**src/xyz_to_xyy_pixel_top_macros.svh**
```systemverilog
// ----------------------------------------------------------------------------
// xyz_to_xyy_pixel_top_macros.svh
// assertion macros for the xyz to xyY chromaticity block
// ----------------------------------------------------------------------------
`ifndef XYZ_TO_XYY_PIXEL_TOP_MACROS_SVH
`define XYZ_TO_XYY_PIXEL_TOP_MACROS_SVH

// same-cycle implication, disabled during reset
`define XYY_ASSERT_NOW(label, clk, rst, ante, cons) \
  label: assert property (@(posedge clk) disable iff (rst) (ante) |-> (cons)) \
    else $error("xyy assertion failed");

// next-cycle implication, disabled during reset
`define XYY_ASSERT_NEXT(label, clk, rst, ante, cons) \
  label: assert property (@(posedge clk) disable iff (rst) (ante) |=> (cons)) \
    else $error("xyy assertion failed");

`endif

```
**src/xyy_pkg.sv**
```systemverilog
// ----------------------------------------------------------------------------
// xyy_pkg
// shared defaults for the xyz to xyY chromaticity block
// ----------------------------------------------------------------------------
`default_nettype none

package xyy_pkg;

  // default width of one tristimulus sample
  localparam int DEFAULT_SAMPLE_BITS   = 16;
  // default number of fraction bits of the chromaticity outputs
  localparam int DEFAULT_FRACTION_BITS = 16;

endpackage

`default_nettype wire

```
**src/xyy_div_cell.sv**
```systemverilog
// ----------------------------------------------------------------------------
// xyy_div_cell
// one restoring-division step for both chromaticity quotients, registered
// ----------------------------------------------------------------------------
`default_nettype none

module xyy_div_cell #(
  parameter int SAMPLE_BITS   = xyy_pkg::DEFAULT_SAMPLE_BITS,
  parameter int FRACTION_BITS = xyy_pkg::DEFAULT_FRACTION_BITS,
  parameter bit FIRST         = 1'b0
) (
  input  wire logic                       clk,
  input  wire logic                       rst,
  input  wire logic                       en,
  input  wire logic                       valid_in,
  input  wire logic [SAMPLE_BITS+2:0]     rem_x_in,
  input  wire logic [SAMPLE_BITS+2:0]     rem_y_in,
  input  wire logic [FRACTION_BITS:0]     quot_x_in,
  input  wire logic [FRACTION_BITS:0]     quot_y_in,
  input  wire logic [SAMPLE_BITS+1:0]     sum_in,
  input  wire logic [SAMPLE_BITS-1:0]     lum_in,
  output logic                            valid_out,
  output logic [SAMPLE_BITS+2:0]          rem_x_out,
  output logic [SAMPLE_BITS+2:0]          rem_y_out,
  output logic [FRACTION_BITS:0]          quot_x_out,
  output logic [FRACTION_BITS:0]          quot_y_out,
  output logic [SAMPLE_BITS+1:0]          sum_out,
  output logic [SAMPLE_BITS-1:0]          lum_out
);
  import xyy_pkg::*;

  localparam int RW = SAMPLE_BITS + 3;
  localparam int QW = FRACTION_BITS + 1;

  logic [RW-1:0] shift_x;
  logic [RW-1:0] shift_y;
  logic [RW-1:0] divisor;
  logic          ge_x;
  logic          ge_y;
  logic [RW-1:0] rem_x_next;
  logic [RW-1:0] rem_y_next;

  // shift in the next dividend bit (always zero), except on the first step
  always_comb begin
    if (FIRST) begin
      shift_x = rem_x_in;
      shift_y = rem_y_in;
    end else begin
      shift_x = {rem_x_in[RW-2:0], 1'b0};
      shift_y = {rem_y_in[RW-2:0], 1'b0};
    end
  end

  // compare and conditional subtract
  assign divisor    = {1'b0, sum_in};
  assign ge_x       = (shift_x >= divisor);
  assign ge_y       = (shift_y >= divisor);
  assign rem_x_next = ge_x ? (shift_x - divisor) : shift_x;
  assign rem_y_next = ge_y ? (shift_y - divisor) : shift_y;

  // valid bit of this stage
  always_ff @(posedge clk) begin
    if (rst) begin
      valid_out <= 1'b0;
    end else if (en) begin
      valid_out <= valid_in;
    end
  end

  // payload of this stage
  always_ff @(posedge clk) begin
    if (en) begin
      rem_x_out  <= rem_x_next;
      rem_y_out  <= rem_y_next;
      quot_x_out <= {quot_x_in[QW-2:0], ge_x};
      quot_y_out <= {quot_y_in[QW-2:0], ge_y};
      sum_out    <= sum_in;
      lum_out    <= lum_in;
    end
  end

endmodule

`default_nettype wire

```
**src/xyz_to_xyy_pixel_top.sv**
```systemverilog
// each pixel passes through every registered cell of the chain from input accept to output valid
// throughput: one pixel per cycle while the output is not stalled; one division cell per quotient bit in a chain
// a stall on the output side holds the whole chain in place
// reset: rst is synchronous and active high, it clears all stage valid bits
// ----------------------------------------------------------------------------
// xyz_to_xyy_pixel_top
// cie xyz to xyY chromaticity, pipelined restoring division over a cell chain
// ----------------------------------------------------------------------------
`default_nettype none

`include "xyz_to_xyy_pixel_top_macros.svh"

module xyz_to_xyy_pixel_top #(
  parameter int SAMPLE_BITS   = xyy_pkg::DEFAULT_SAMPLE_BITS,
  parameter int FRACTION_BITS = xyy_pkg::DEFAULT_FRACTION_BITS,
  localparam int IN_W  = ((3 * SAMPLE_BITS + 7) / 8) * 8,
  localparam int OUT_W = ((2 * FRACTION_BITS + 2 + SAMPLE_BITS + 7) / 8) * 8
) (
  input  wire logic             clk,
  input  wire logic             rst,
  input  wire logic             s_tvalid,
  output logic                  s_tready,
  // fields from bit 0 up: tri_x, tri_y, tri_z, zero padding
  input  wire logic [IN_W-1:0]  s_tdata,
  output logic                  m_tvalid,
  input  wire logic             m_tready,
  // fields from bit 0 up: chroma_x, chroma_y, luminance, zero padding
  output logic [OUT_W-1:0]      m_tdata
);
  import xyy_pkg::*;

  localparam int SB = SAMPLE_BITS;
  localparam int QW = FRACTION_BITS + 1;
  localparam int SW = SAMPLE_BITS + 2;
  localparam int RW = SAMPLE_BITS + 3;
  localparam int PAD_W = OUT_W - (2 * QW + SB);
  localparam logic [QW-1:0] UNITY = {1'b1, {FRACTION_BITS{1'b0}}};

  logic [SB-1:0] tri_x;
  logic [SB-1:0] tri_y;
  logic [SB-1:0] tri_z;
  logic          en;

  logic          valid [0:QW];
  logic [RW-1:0] rem_x [0:QW];
  logic [RW-1:0] rem_y [0:QW];
  logic [QW-1:0] quot_x [0:QW];
  logic [QW-1:0] quot_y [0:QW];
  logic [SW-1:0] sum   [0:QW];
  logic [SB-1:0] lum   [0:QW];

  logic [QW-1:0] chroma_x;
  logic [QW-1:0] chroma_y;
  logic          sum_zero;

  // unpack input item
  assign tri_x = s_tdata[SB-1:0];
  assign tri_y = s_tdata[2*SB-1:SB];
  assign tri_z = s_tdata[3*SB-1:2*SB];

  // chain advances whenever the last stage is empty or being taken
  assign en       = !m_tvalid || m_tready;
  assign s_tready = en;

  // head of the chain: remainders start at the parts, sum at full width
  assign valid[0]  = s_tvalid;
  assign rem_x[0]  = {3'b000, tri_x};
  assign rem_y[0]  = {3'b000, tri_y};
  assign quot_x[0] = '0;
  assign quot_y[0] = '0;
  assign sum[0]    = {2'b00, tri_x} + {2'b00, tri_y} + {2'b00, tri_z};
  assign lum[0]    = tri_y;

  // one cell per quotient bit, most significant first
  for (genvar k = 0; k < QW; k++) begin : g_cell
    xyy_div_cell #(
      .SAMPLE_BITS  (SAMPLE_BITS),
      .FRACTION_BITS(FRACTION_BITS),
      .FIRST        (k == 0)
    ) u_cell (
      .clk       (clk),
      .rst       (rst),
      .en        (en),
      .valid_in  (valid[k]),
      .rem_x_in  (rem_x[k]),
      .rem_y_in  (rem_y[k]),
      .quot_x_in (quot_x[k]),
      .quot_y_in (quot_y[k]),
      .sum_in    (sum[k]),
      .lum_in    (lum[k]),
      .valid_out (valid[k+1]),
      .rem_x_out (rem_x[k+1]),
      .rem_y_out (rem_y[k+1]),
      .quot_x_out(quot_x[k+1]),
      .quot_y_out(quot_y[k+1]),
      .sum_out   (sum[k+1]),
      .lum_out   (lum[k+1])
    );
  end

  // zero sum forces both chromaticities to zero
  assign sum_zero = (sum[QW] == '0);
  assign chroma_x = sum_zero ? '0 : quot_x[QW];
  assign chroma_y = sum_zero ? '0 : quot_y[QW];

  // pack output item
  assign m_tvalid = valid[QW];
  assign m_tdata  = {{PAD_W{1'b0}}, lum[QW], chroma_y, chroma_x};

  // truncated chromaticities never add up to more than one
  `XYY_ASSERT_NOW(a_chroma_sum, clk, rst, m_tvalid,
    ({1'b0, chroma_x} + {1'b0, chroma_y}) <= {1'b0, UNITY})

  // zero luminance means zero y chromaticity
  `XYY_ASSERT_NOW(a_lum_zero, clk, rst, m_tvalid && (lum[QW] == '0), chroma_y == '0)

  // x at full scale leaves nothing for y
  `XYY_ASSERT_NOW(a_x_unity, clk, rst, m_tvalid && (chroma_x == UNITY), chroma_y == '0)

  // an item in the second to last cell reaches the output on an unstalled cycle
  `XYY_ASSERT_NEXT(a_tail_move, clk, rst, valid[QW-1] && en, m_tvalid)

endmodule

`default_nettype wire
```
**config.mk**
```make
export PLATFORM = sky130hd
export DESIGN_NAME = xyz_to_xyy_pixel_top
export DESIGN_NICKNAME = d
export VERILOG_FILES = /design/src/xyy_pkg.sv /design/src/xyy_div_cell.sv /design/src/xyz_to_xyy_pixel_top.sv
export VERILOG_INCLUDE_DIRS = /design/src /design/src/src
export SDC_FILE = /design/constraint.sdc
export NUM_CORES = 2
export LEC_CHECK = 0
export ABC_AREA = 1
export BUFFER_PORTS_ARGS = -buffer_cell sky130_fd_sc_hd__buf_4
export CORE_ASPECT_RATIO = 0.8
export CORE_MARGIN = 3
export CORE_UTILIZATION = 45
export CTS_CLUSTER_DIAMETER = 200
export DETAILED_ROUTE_END_ITERATION = 7
export GPL_TIMING_DRIVEN = 0
export PLACE_DENSITY = 0.67
export SLEW_MARGIN = 20
export SYNTH_ARGS = -nofsm -noshare
export SYNTH_HDL_FRONTEND = slang
export SYNTH_SLANG_ARGS = --single-unit
```
**constraint.sdc**
```tcl
create_clock -name clk -period 55.1 [get_ports clk]
set_input_delay 2.755 -clock clk [delete_from_list [all_inputs] [get_ports clk]]
set_output_delay 2.755 -clock clk [all_outputs]
set_load 0.05 [all_outputs]
```
# == After elaboration in Yosys (flattened, before gate mapping) ==
# Cells that the tools add are included.
# op_classes
addsub,34
magnitude_cmp,34
mux,34
n_reduce_logical,3
# ops
operator,count
$ge 19x18->1,32
$mux 18,30
$sub 18x18->18,30
$ge 16x18->1,2
$sub 16x18->18,2
$mux 17,2
$mux 16,2
$add 17x16->18,1
$logic_not 18->1,1
$add 16x16->17,1
$logic_not 1->1,1
$logic_or 1x1->1,1
# totals
ff_bits,1477
in_bits,52
out_inout_bits,58
word_cells,254

# == Longest topological paths before layout ==
# depth
word_depth,4
depth_mapped,26
mapped_depth_nobuf,25

# == Cells and area by module ==
# From an unflattened synthesis, not the netlist that was laid out.
# unflattened
cells_unflattened,12361
area_unflattened_um2,107065.2
# modules_own_cells
mod,n_inst,cells_each,area_per_inst_um2,seq_area_each_um2
xyy_div_cell at g_cell[1].u_cell ...,9,712,6199.7,3203.1
xyy_div_cell at g_cell[10].u_cell ...,7,706,6177.2,3203.1
xyy_div_cell at g_cell[0].u_cell,1,710,6301.0,3203.1
xyz_to_xyy_pixel_top,1,301,1726.7,0.0

# == Least setup slack after synthesis ==
# No wires, ideal clock.
# synth_path
path_type,input -> output
startpoint,input m_tready
endpoint,output s_tready
arrival_time_ns,42.774
required_ns,52.345
slack_ns,9.571
cell_stages,3
path_buffers,1
path_cell_list,nor2_1 clkinv_1 clkbuf_1
# synth_via
elab_chain_cells,1
# synth_lines
item,line_no,rtl
"start, declared",xyz_to_xyy_pixel_top.sv:26,"input wire logic m_tready,"
$logic_or 1x1->1,xyz_to_xyy_pixel_top.sv:62,assign en = !m_tvalid || m_tready;
"end, declared",xyz_to_xyy_pixel_top.sv:22,"output logic s_tready,"
# Every way passes these cells.

# == Worst setup path after layout ==
# Ends and elaborated chain as after synthesis.

==> out/qor.yml <==
finClkSkew_ns: 0.0391
hp-class: "reg -> reg"
pin_count: 110
clk_latency_ns: 0.80
antenna_cells: 0
path_max_fanout: 57
finalCritPeriodShare_pct: 16.2
core_mm2: 0.177
overflow: 0
cts_sinks: 1477
cp-start-kind: "input pin"
status: "completed"
dpl.hpwl_mm: 170
crit_buf_inv: 11
grt_pass1_wl_mm: 325
cpMostUsedCell: "buf_16"
required_ns: 52.34
syn_to_final_growth_pct: 12.2
grt_pass1_vias: 53800
yosys_warnings: 0
post-synth-top-area-cell: "edfxtp_1"
crit_path_cell_trace: "buf_4, nor2_1, clkinv_1, clkbuf_4, buf_16, buf_16, buf_16, buf_16, buf_16, buf_16, buf_16, buf_4"
rows: 138
totalWireLength_mm: 216
hold_path_depth: 0
syn_inst: 7732
clk_path_buf_depth: 3
cts_hold_buf: 0
cts_made_buffers: 153
slew_headroom_pct: 27.4
async_reset_ff_share_pct: 0
synth_ff_type: "edfxtp_1"
instances_no_fill: 10500
muxShareOfSynthArea_pct: 0.0421
clk_pin_slew_ns: 0.06
maxCapViolCount: 0
synth-seq-cells: 1477
antenna_found_initial: 10
ys_seq_area_share_pct: 55.0
ant_nets: 0
max_freq_mhz: 112
rsz0062_at_grt: "false"
track_usage_pct: 23.0
cts_setup_buffers: 0
ctsResizeCount: 0
syn_avg_cell_area_um2: 10.4
setup_viol: 0
worstRegToRegCells: 9
synth-compound-area-share_pct: 10.9
max_stage_delay_ns: 0.46
grt_max_degree: 60
drc_errors: 0
ys_top_cells_by_area: "edfxtp_1, ha_1, nand2_1, a21oi_1, o21ai_0"
gp_congestion: 0.944
vias_per_cell: 5.52
cts_tree: "built"
port_buffers: 102
timing.final.max_slew_violations: 0
cp_top_family: "buffers and inverters"
die_h_um: 384
dp.cells: 10300
syn-cell-area_mm2: 0.0803
crit_arrival_ns: 6.19
synth_xor_area_share_pct: 4.82
first_iter_violations: 5749
worst-path-stages: 12
post_drt_wl_per_cell_um: 20.5
synthAdderAreaFrac_pct: 10.8
netlist.area_leader.share_pct: 54.6
cpMaxStageDelayCell: "nor2_1"
finalCriticalPeriod_ns: 8.94
endpoint_kind: "output port"
nets: 8741
final_layout_size_suffix_gt1_share_pct: 5.70
die_width_um: 478
synth_edf_count: 1460
worstSetupPathType: "in -> out"
initial_core_util_pct: 45.3
htree_levels: 4
tightest_slew_ns: 1.09
dr.pass1.iters: 6
synth_top_family_by_area: "simple AND/OR/NAND/NOR gates"
cts-root-buf: "clkbuf_16"
dieArea_mm2: 0.184
synth_simple_gate_area_share_pct: 14.7
hold_viol_final: 0
dr_total_vias: 58100
ys_types: 57
[synth_stat cells (18+ instances only)]
library cell	number
xnor2_1	275
fa_1	49
nand2_1	1507
nor2_1	633
inv_1	662
nand3_1	320
nor4b_1	21
o211ai_1	49
ha_1	615
nor4_1	61
nand4_1	112
buf_2	19
a211oi_1	52
clkbuf_1	74
o21bai_1	26
xor2_1	167
nand3_2	18
a21boi_0	22
a221oi_1	20
a31oi_1	69
o21ai_0	598
edfxtp_1	1460
nor3_1	53
a21o_1	43
a21oi_1	660
[placed cells by master (no fill, tap or decap), types with 167 or more instances in the layout]
master	count
a21oi_1	660
edfxtp_1	1460
ha_1	615
inv_1	662
nand2_1	1507
nand3_1	320
nor2_1	633
o21ai_0	598
xnor2_1	275
xor2_1	167
[cell families (layout without fill, tap and decap cells)]
logic type               count (synthesis)  in the layout
multiplexers                             3              3
adder cells (fa/ha/maj)                664            664
buffers and inverters                  779           1189
AO/OA/AOI/OAI                         1583           1583
flip-flops                            1477           1477
other                                    1              6
XOR/XNOR                               442            442
AND/OR/NAND/NOR                       2783           2783
[per-layer routing]
layer	vias to the layer above	global-route usage, %	routed length [um]
li1	28100	-	-
met4	2	4.08	3260
met1	27800	37.1	108000
met2	1923	31.8	86500
met3	214	4.53	17700
met5	-	0	13
[cell type report]
type / instances / area [um^2]
fill: 16000 / 87100
sequential: 1477 / 44200
multi-input combinational: 5481 / 33100
clock buffer: 180 / 3990
tap: 2380 / 2980
inverter: 675 / 2530
timing repair buffer: 133 / 1590
clock inverter: 97 / 1190
buffer: 104 / 469
[final timing paths]
kind	start	end	slack, ns
max	m_tready	s_tready	46.16
min	g_cell[11].u_cell.lum_out[11]	g_cell[12].u_cell.lum_out[11]	0.40
max reg2reg	g_cell[4].u_cell.sum_out[13]	g_cell[5].u_cell.rem_x_out[14]	51.22
min reg2reg	g_cell[11].u_cell.lum_out[11]	g_cell[12].u_cell.lum_out[11]	0.40
[state kept, by name, indices dropped and copies added (netlist names)]
| signal | flops |
|---|---|
| g_cell.u_cell.lum_out | 272 |
| g_cell.u_cell.rem_x_out | 288 |
| g_cell.u_cell.sum_out | 306 |
| g_cell.u_cell.rem_y_out | 288 |
| g_cell.u_cell.valid_out | 17 |
| g_cell.u_cell.quot_x_out | 153 |
| g_cell.u_cell.quot_y_out | 153 |
[metrics by stage]
| step | utilization [%] | cell area (um^2) | hold slack, ns | setup WS, ns | setup TNS [ns] |
|---|---|---|---|---|---|
| after floorplan | - | 80300 | 0.400 | 9.57 | 0 |
| after global placement | 47.4 | 84100 | 0.400 | -9.33 | -5134.79 |
| after detailed placement | 47.9 | 84900 | 0.405 | 46.21 | 0 |
| after CTS | 50.8 | 90100 | 0.393 | 46.19 | 0 |
| after global routing | 50.8 | 90100 | 0.416 | 45.90 | 0 |
| final | 50.8 | 90100 | 0.398 | 46.16 | 0 |
Power is not shown: default switching activity piles up to over one toggle a cycle in this logic, so the estimate is an artifact.
